<file path="src/hdl/bfha_pkg.sv">
// ----------------------------------------------------------------------------
// bfha_pkg
// Types, codes and default sizes shared by the best-fit heap allocator.
// ----------------------------------------------------------------------------
package bfha_pkg;

	localparam int START_W = 16;
	localparam int LEN_W   = 17;
	localparam int NEED_W  = 18;

	localparam int DEF_HEAP_BYTES   = 65536;
	localparam int DEF_MIN_PAYLOAD  = 16;
	localparam int DEF_HEADER_BYTES = 24;
	localparam int DEF_MAX_BLOCKS   = 64;

	localparam logic KIND_ALLOC = 1'b0;
	localparam logic KIND_FREE  = 1'b1;

	localparam logic [1:0] ST_OK       = 2'd0;
	localparam logic [1:0] ST_BAD_SIZE = 2'd1;
	localparam logic [1:0] ST_NO_FIT   = 2'd2;
	localparam logic [1:0] ST_BAD_ADDR = 2'd3;

	typedef struct packed {
		logic               valid;
		logic               free;
		logic [START_W-1:0] start;
		logic [LEN_W-1:0]   len;
	} entry_t;

	typedef struct packed {
		logic               flush;
		logic               kind;
		logic [NEED_W-1:0]  need;
		logic [START_W-1:0] best_start;
		logic [START_W-1:0] addr;
		logic               room;
	} ctrl_t;

	typedef struct packed {
		logic               split;
		logic               merge;
		logic               hit;
		logic [START_W-1:0] grant;
	} ev_t;

endpackage

</file>
<file path="src/hdl/best_fit_heap_allocator.sv">
// ----------------------------------------------------------------------------
// best_fit_heap_allocator
// Best-fit heap allocator with coalescing; the block table is a ring of
// cells rotated past one stream stage.
//
//   channel | handshake          | payload
//   --------+--------------------+-----------------------------------------
//   in      | in_valid/in_stall  | kind, request_size, release_address
//   out     | out_valid/out_stall| status, payload_address
//
// One request at a time. Allocate: align the ring on the heap start, search
// it, then rewrite it. Free skips the search. A bad size or a null free goes
// straight to the answer. Reset leaves one free block over the whole heap.
// A stalled result holds in the output register; the next request is taken
// meanwhile.
// ----------------------------------------------------------------------------
module best_fit_heap_allocator
	import bfha_pkg::*;
#(
	parameter int HEAP_BYTES   = DEF_HEAP_BYTES,
	parameter int MIN_PAYLOAD  = DEF_MIN_PAYLOAD,
	parameter int HEADER_BYTES = DEF_HEADER_BYTES,
	parameter int MAX_BLOCKS   = DEF_MAX_BLOCKS
) (
	input  logic                clk,
	input  logic                arst_n,
	input  logic                in_valid,
	output logic                in_stall,
	input  logic                kind,
	input  logic [LEN_W-1:0]    request_size,
	input  logic [START_W-1:0]  release_address,
	output logic                out_valid,
	input  logic                out_stall,
	output logic [1:0]          status,
	output logic [START_W-1:0]  payload_address
);

	localparam int CW = $clog2(MAX_BLOCKS);
	localparam int NW = $clog2(MAX_BLOCKS + 1);

	localparam logic [2:0] S_IDLE  = 3'd0;
	localparam logic [2:0] S_ALIGN = 3'd1;
	localparam logic [2:0] S_SCAN  = 3'd2;
	localparam logic [2:0] S_PROC  = 3'd3;
	localparam logic [2:0] S_FLUSH = 3'd4;
	localparam logic [2:0] S_DONE  = 3'd5;

	logic [2:0]         state_q;
	logic [CW-1:0]      cnt_q;
	logic [NW-1:0]      count_q;
	logic               kind_q;
	logic [NEED_W-1:0]  need_q;
	logic [START_W-1:0] addr_q;
	logic               found_q;
	logic [START_W-1:0] best_start_q;
	logic [LEN_W-1:0]   best_len_q;
	logic [START_W-1:0] grant_q;
	logic [1:0]         res_st_q;
	logic [START_W-1:0] res_addr_q;
	logic               out_valid_q;
	logic [1:0]         status_q;
	logic [START_W-1:0] paddr_q;

	entry_t ring [MAX_BLOCKS];
	entry_t tail, ring_in, proc_y;
	logic   shift, proc_en, drained, accept, last, better, aligned;
	logic   [LEN_W-1:0]  size_eff;
	ctrl_t  ctrl;
	ev_t    ev;

	assign tail    = ring[MAX_BLOCKS-1];
	assign aligned = tail.valid && tail.start == '0;
	assign shift   = (state_q == S_ALIGN && !aligned) || state_q == S_SCAN || proc_en;
	assign proc_en = state_q == S_PROC || state_q == S_FLUSH;
	assign ring_in = proc_en ? proc_y : tail;
	assign accept  = in_valid && !in_stall;
	assign in_stall = state_q != S_IDLE;
	assign last    = cnt_q == CW'(MAX_BLOCKS - 1);
	assign size_eff = (request_size < LEN_W'(MIN_PAYLOAD)) ? LEN_W'(MIN_PAYLOAD)
		: request_size;
	assign better  = tail.valid && tail.free && {1'b0, tail.len} >= need_q
		&& (!found_q || tail.len < best_len_q
		|| (tail.len == best_len_q && tail.start < best_start_q));

	assign ctrl.flush      = state_q == S_FLUSH;
	assign ctrl.kind       = kind_q;
	assign ctrl.need       = need_q;
	assign ctrl.best_start = best_start_q;
	assign ctrl.addr       = addr_q;
	assign ctrl.room       = count_q < NW'(MAX_BLOCKS);

	for (genvar i = 0; i < MAX_BLOCKS; i++) begin : g_cell
		bfha_cell #(
			.HEAP_BYTES (HEAP_BYTES),
			.IS_HEAD    (i == MAX_BLOCKS - 1)
		) u_cell (
			.clk    (clk),
			.arst_n (arst_n),
			.shift  (shift),
			.d      ((i == 0) ? ring_in : ring[(i == 0) ? 0 : i-1]),
			.q      (ring[i])
		);
	end

	bfha_proc #(
		.HEADER_BYTES (HEADER_BYTES)
	) u_proc (
		.clk     (clk),
		.arst_n  (arst_n),
		.en      (proc_en),
		.ctrl    (ctrl),
		.x       (tail),
		.y       (proc_y),
		.drained (drained),
		.ev      (ev)
	);

	always_ff @(posedge clk or negedge arst_n) begin
		if (!arst_n) begin
			state_q     <= S_IDLE;
			cnt_q       <= '0;
			count_q     <= NW'(1);
			found_q     <= 1'b0;
			out_valid_q <= 1'b0;
		end else begin
			if (out_valid_q && !out_stall && state_q != S_DONE) out_valid_q <= 1'b0;
			unique case (state_q)
				S_IDLE: begin
					if (accept) begin
						found_q <= 1'b0;
						cnt_q   <= '0;
						if (kind == KIND_ALLOC) begin
							if (request_size == '0 || request_size > LEN_W'(HEAP_BYTES))
								state_q <= S_DONE;
							else state_q <= S_ALIGN;
						end else begin
							if (release_address == '0) state_q <= S_DONE;
							else state_q <= S_ALIGN;
						end
					end
				end
				S_ALIGN: begin
					if (aligned)
						state_q <= (kind_q == KIND_ALLOC) ? S_SCAN : S_PROC;
				end
				S_SCAN: begin
					if (better) found_q <= 1'b1;
					cnt_q <= last ? '0 : cnt_q + CW'(1);
					if (last) begin
						state_q <= (found_q || better) ? S_PROC : S_DONE;
					end
				end
				S_PROC: begin
					if (ev.hit) found_q <= 1'b1;
					if (ev.split) count_q <= count_q + NW'(1);
					else if (ev.merge) count_q <= count_q - NW'(1);
					cnt_q <= last ? '0 : cnt_q + CW'(1);
					if (last) begin
						state_q <= S_FLUSH;
					end
				end
				S_FLUSH: begin
					if (drained) state_q <= S_DONE;
				end
				S_DONE: begin
					if (!out_valid_q || !out_stall) begin
						out_valid_q <= 1'b1;
						state_q     <= S_IDLE;
					end
				end
				default: state_q <= S_IDLE;
			endcase
		end
	end

	always_ff @(posedge clk) begin
		if (accept) begin
			kind_q     <= kind;
			need_q     <= {1'b0, size_eff} + NEED_W'(HEADER_BYTES);
			addr_q     <= release_address;
			res_st_q   <= (kind == KIND_ALLOC) ? ST_BAD_SIZE : ST_OK;
			res_addr_q <= '0;
		end
		if (state_q == S_SCAN && better) begin
			best_start_q <= tail.start;
			best_len_q   <= tail.len;
		end
		if (state_q == S_SCAN && last && !(found_q || better)) res_st_q <= ST_NO_FIT;
		if (state_q == S_PROC && ev.hit) grant_q <= ev.grant;
		if (state_q == S_FLUSH && drained) begin
			if (kind_q == KIND_ALLOC) begin
				res_st_q   <= ST_OK;
				res_addr_q <= grant_q;
			end else begin
				res_st_q <= found_q ? ST_OK : ST_BAD_ADDR;
			end
		end
		if (state_q == S_DONE && (!out_valid_q || !out_stall)) begin
			status_q <= res_st_q;
			paddr_q  <= res_addr_q;
		end
	end

	assign out_valid       = out_valid_q;
	assign status          = status_q;
	assign payload_address = paddr_q;

endmodule

</file>
<file path="src/hdl/bfha_cell.sv">
// ----------------------------------------------------------------------------
// bfha_cell
// One slot of the block table ring; takes its neighbour's entry on shift.
// ----------------------------------------------------------------------------
module bfha_cell
	import bfha_pkg::*;
#(
	parameter int HEAP_BYTES = DEF_HEAP_BYTES,
	parameter bit IS_HEAD    = 1'b0
) (
	input  logic   clk,
	input  logic   arst_n,
	input  logic   shift,
	input  entry_t d,
	output entry_t q
);

	entry_t ent_q;

	always_ff @(posedge clk or negedge arst_n) begin
		if (!arst_n) begin
			ent_q.valid <= IS_HEAD;
			ent_q.free  <= IS_HEAD;
			ent_q.start <= '0;
			ent_q.len   <= IS_HEAD ? LEN_W'(HEAP_BYTES) : '0;
		end else if (shift) begin
			ent_q <= d;
		end
	end

	assign q = ent_q;

endmodule

</file>
<file path="src/hdl/bfha_proc.sv">
// ----------------------------------------------------------------------------
// bfha_proc
// Stream stage between ring tail and head: marks, splits and merges entries,
// with a two-entry queue so that a split can be absorbed by later empty slots.
// ----------------------------------------------------------------------------
module bfha_proc
	import bfha_pkg::*;
#(
	parameter int HEADER_BYTES = DEF_HEADER_BYTES
) (
	input  logic   clk,
	input  logic   arst_n,
	input  logic   en,
	input  ctrl_t  ctrl,
	input  entry_t x,
	output entry_t y,
	output logic   drained,
	output ev_t    ev
);

	entry_t     q0_q, q1_q;
	logic [1:0] qn_q;

	entry_t     q0_d, q1_d;
	logic [1:0] qn_d;

	always_comb begin
		entry_t            xm, tl, ap0, ap1, bub;
		entry_t            l0, l1, l2;
		logic [NEED_W-1:0] rest;
		logic              hit_a, hit_f, split, merge, emit;
		logic [1:0]        n;
		bub   = '0;
		xm    = x;
		rest  = {1'b0, x.len} - ctrl.need;
		hit_a = !ctrl.flush && ctrl.kind == KIND_ALLOC && x.valid
			&& x.start == ctrl.best_start;
		hit_f = !ctrl.flush && ctrl.kind == KIND_FREE && x.valid
			&& ({1'b0, x.start} + LEN_W'(HEADER_BYTES)) == {1'b0, ctrl.addr};
		split = hit_a && rest > NEED_W'(HEADER_BYTES) && ctrl.room;
		if (hit_f) xm.free = 1'b1;
		if (hit_a) xm.free = 1'b0;
		tl    = (qn_q == 2'd2) ? q1_q : q0_q;
		merge = !ctrl.flush && ctrl.kind == KIND_FREE && xm.valid && xm.free
			&& qn_q != 2'd0 && tl.free
			&& ({1'b0, tl.start} + tl.len) == {1'b0, xm.start};
		l0 = q0_q;
		l1 = q1_q;
		l2 = bub;
		n  = qn_q;
		if (merge) begin
			if (qn_q == 2'd2) l1.len = q1_q.len + xm.len;
			else l0.len = q0_q.len + xm.len;
		end
		ap0 = '{valid: 1'b1, free: 1'b0, start: x.start, len: ctrl.need[LEN_W-1:0]};
		ap1 = '{valid: 1'b1, free: 1'b1, start: x.start + ctrl.need[START_W-1:0],
			len: rest[LEN_W-1:0]};
		if (split) begin
			case (n)
				2'd0: begin l0 = ap0; l1 = ap1; end
				default: begin l1 = ap0; l2 = ap1; end
			endcase
			n = n + 2'd2;
		end else if (xm.valid && !merge) begin
			case (n)
				2'd0: l0 = xm;
				2'd1: l1 = xm;
				default: l2 = xm;
			endcase
			n = n + 2'd1;
		end
		emit = ctrl.flush ? (n != 2'd0) : (n >= 2'd2);
		if (emit) begin
			y    = l0;
			q0_d = l1;
			q1_d = l2;
			qn_d = n - 2'd1;
		end else begin
			y    = bub;
			q0_d = l0;
			q1_d = l1;
			qn_d = n;
		end
		ev.split = split;
		ev.merge = merge;
		ev.hit   = hit_a || hit_f;
		ev.grant = x.start + START_W'(HEADER_BYTES);
	end

	assign drained = (qn_d == 2'd0);

	always_ff @(posedge clk or negedge arst_n) begin
		if (!arst_n) begin
			qn_q <= 2'd0;
		end else if (en) begin
			qn_q <= qn_d;
		end
	end

	always_ff @(posedge clk) begin
		if (en) begin
			q0_q <= q0_d;
			q1_q <= q1_d;
		end
	end

endmodule

</file>
<file path="config.mk">
export PLATFORM = sky130hd
export DESIGN_NAME = best_fit_heap_allocator
export DESIGN_NICKNAME = d
export VERILOG_FILES = /design/src/hdl/bfha_pkg.sv /design/src/hdl/best_fit_heap_allocator.sv /design/src/hdl/bfha_cell.sv /design/src/hdl/bfha_proc.sv
export SDC_FILE = /design/constraint.sdc
export NUM_CORES = 2
export LEC_CHECK = 0
export ABC_AREA = 1
export ABC_CLOCK_PERIOD_IN_PS = 11930
export BUFFER_PORTS_ARGS = -buffer_cell sky130_fd_sc_hd__buf_2
export CAP_MARGIN = 20
export CORE_ASPECT_RATIO = 1.25
export CORE_MARGIN = 2
export CORE_UTILIZATION = 55
export CTS_BUF_LIST = sky130_fd_sc_hd__clkbuf_8
export CTS_CLUSTER_SIZE = 30
export DETAILED_ROUTE_END_ITERATION = 16
export PLACE_DENSITY = 0.76
export SYNTH_ARGS = -nofsm -noshare
export SYNTH_HDL_FRONTEND = slang
export SYNTH_SLANG_ARGS = --single-unit
</file>
<file path="constraint.sdc">
create_clock -name clk -period 11.93 [get_ports clk]
set_input_delay 2.386 -clock clk [delete_from_list [all_inputs] [get_ports clk]]
set_output_delay 2.386 -clock clk [all_outputs]
set_load 0.01 [all_outputs]
</file>
==> qor.txt <==
run status = finished clean
Core Box Area = 182,000 um^2
top layer reached by signal wires = met5
Slew Limit Headroom = 23.4%
Final setup viols = 0
Internal = 14,600 uW
final wirelength = 245,000 um
Die Y = 483 um
Synth cell types = 60
H-tree levels = 5
grt ovf = 0
layout cells sized above 1 = 6.25%
worst hold slack = 0.393 ns
Post-Syn Area = 101,000 um^2
synthesized instance count = 11,900
Initial Util = 55.4%
Clock Path Buffers = 4
gr usage total = 26.6%
cts-stage hold buffer count = 0
Yosys reg bits = 2,450
number of global-route vias before repair = 75,500
Syn Nets = 12,100
Comb pwr share = 27.9%
sequential power share = 42.4%
fillers = 15,600
Multi-input gate area = 35,300 um^2
Slew @ Worst Pin = 1.15 ns
I/O pin cnt = 58
drt first pass iters = 6
syn_area_per_cell = 8.47 um^2
Final Hold Fails = 0
PortBufs = 57
Syn-to-layout area delta = 9.63%
Clk pwr share = 29.7%
cts repair resizes = 0
commonest non-fill, non-tap cells in the layout = 7,256 x nand2_1, 2,256 x dfrtp_1, 495 x clkbuf_8, 411 x inv_1, 258 x o21ai_0
crit share post-route = 58.5%
Max Transition Viols Final = 0
CP Cell Sequence = inv_1 -> ha_1 -> inv_2 -> o21ai_0 -> ha_1 -> inv_1 -> fa_1 -> inv_1 -> nand3_1 -> nand2_1 -> nand2_1 -> nand2_1 -> xnor2_1 -> nand2_1 -> nor3_1 -> nand3_1 -> nor2_4 -> nand3_4 -> nand4_1 -> nand3_1 -> nand2_4 -> buf_4 -> o21ai_0
vias per std cell = 5.20
detailed-routed wire length on met2 = 117,000 um
Max stage delay on crit path = 0.71 ns
Switching Fraction = 38.7%
Clock Root Buffer = clkbuf_8
post-placement setup slack = 4.83 ns
detailed placement HPWL = 152,000 um
Routability Congestion = 0.909
total power = 23,900 uW
first-iteration detailed-routing DRC count = 5,935
Switch Pwr = 9240 uW
Post-CTS Setup Inserts = 0
slowest cell on the critical path = buf_4
first-pass GRT wire length = 403,000 um
RSZ-0062 raised after global routing = no
Max-cap violations = 0
Fin Clk Skew = 0.112 ns
FFs w/ async S/R, synth = 92.2%
die extent in x = 387 um
Met3 Routed Length = 11,000 um
CTS tree = done
EDFF count, synth = 174
fin nets = 12,000
Worst EP arrival = 7.70 ns
CTS Sinks = 2,450
via count = 75,500
largest net degree at the start of global routing = 257
CP most frequent cell = nand2_1
Setup TNS = 0 ns
worst path required time = 12.65 ns
Lkg Pwr = 0.0624 uW
initial antenna violation count = 4
DRC errors left = 0
Num CTS Buffers = 385
peak supply drop = 0.354 mV
critical path type = reg -> reg
Worst setup EP type = flip-flop
Crit Path Max Fanout = 66
Fmax achieved = 143 MHz
PnR worst setup slack = 4.95 ns
clock slew at reported path FFs = 0.07 ns
Seq/Total Area, Yosys = 61.5%
Power per Cell Area = 216 nW/um^2
min Tclk post-route = 6.98 ns
Critical Path Start Type = flip-flop
min-delay worst type = reg -> reg
row count = 175
Die ar. = 187,000 um^2
drt wl/cell = 16.9 um
Routed Antenna Nets = 0
Synth Flop Type = dfrtp_1
commonest non-fill, non-tap cell in the layout = nand2_1
M1 WL = 110,000 um
Ys Warns = 0
Clk Latency, worst-skew pair = 1.10 ns
FF+latch area = 62,100 um^2
power groups by stage:
stage,logic [uW],clock network (uW),registers [uW]
after global placement,6520,0,10200
after floorplan,5050,0,10000
after CTS,6630,7240,10100
after detailed placement,6600,0,10200
after global routing,7450,7620,10200
final,6660,7070,10100
cells by family after synthesis:
kind of cell | share of synthesized area [%]
simple gates | 29.4
xor+xnor | 0.773
buf+inv | 3.54
compound gates | 3.08
flops | 61.5
fa+ha+maj | 1.67
final timing paths:
| kind | end | cells past startpoint | start | slack (ns) |
|---|---|---|---|---|
| min reg2reg | g_cell[47].u_cell.q[7] | 2 | g_cell[46].u_cell.q[7] | 0.39 |
| max in group asynchronous | g_cell[15].u_cell.q[5] | 3 | arst_n | 8.11 |
| max | u_proc.q0_q[16] | 23 | u_proc.qn_q[0] | 4.95 |
| min in group asynchronous | g_cell[30].u_cell.q[24] | 1 | arst_n | 1.36 |
| max reg2reg | u_proc.q0_q[16] | 23 | u_proc.qn_q[0] | 4.95 |
| min | g_cell[47].u_cell.q[7] | 2 | g_cell[46].u_cell.q[7] | 0.39 |
Yosys cell counts (all sizes together), types with 29 or more instances:
cell type | n | area share (%)
nand2 | 7264 | 27
dfrtp | 2256 | 56
clkbuf | 540 | 2.0
inv | 325 | 1.2
o21ai | 278 | 1.4
a21oi | 221 | 1.1
nand3 | 198 | 1.0
nor2 | 183 | 0.70
edfxtp | 174 | 5.2
ha | 125 | 1.5
xor2 | 54 | 0.47
buf | 53 | 0.31
nor3 | 32 | 0.17
xnor2 | 30 | 0.26
nand4 | 29 | 0.19
per-stage QoR:
| step | utilization [%] | instances | area [um^2] |
|---|---|---|---|
| after global routing | 60.8 | 14500 | 111000 |
| after global placement | 56.4 | 13900 | 103000 |
| after floorplan | - | 11900 | 101000 |
| after detailed placement | 56.4 | 13900 | 103000 |
| after CTS | 60.6 | 14500 | 110000 |
| final | 60.8 | 14500 | 111000 |
cell type report:
type	instances	share of cell area, %
Timing Repair Buffer	151	1.23
Sequential cell	2450	56.1
Inverter	327	1.12
Antenna cell	1	0.00226
Tap cell	2389	2.70
Clock inverter	159	0.769
Multi-Input combinational cell	8549	31.9
Clock buffer	495	6.16
layer usage:
layer | GRT usage, % | vias to the layer above
met1 | 36.9 | 36900
met4 | 8.55 | 2
li1 | - | 36600
met5 | 0 | -
met3 | 3.88 | 403
met2 | 43.7 | 1620
state kept, by name, summed over array words and instances, names as in the netlist, 3 cells and up:
signal,count
res_addr_q,16
payload_address,16
addr_q,16
best_len_q,17
best_start_q,16
count_q,7
u_proc.q1_q,35
state_q,3
grant_q,16
g_cell.u_cell.q,2240
need_q,18
u_proc.q0_q,35
cnt_q,6
worst max-delay path, delay by kind of cell (launching register included):
kind            cells  cell delay [ns]
buf+inv             5             1.28
simple gates       12             3.03
xor+xnor            1             0.18
flops               1             0.40
compound gates      2             0.49
fa+ha+maj           3             1.28
Power figures use the tool's default switching activity.
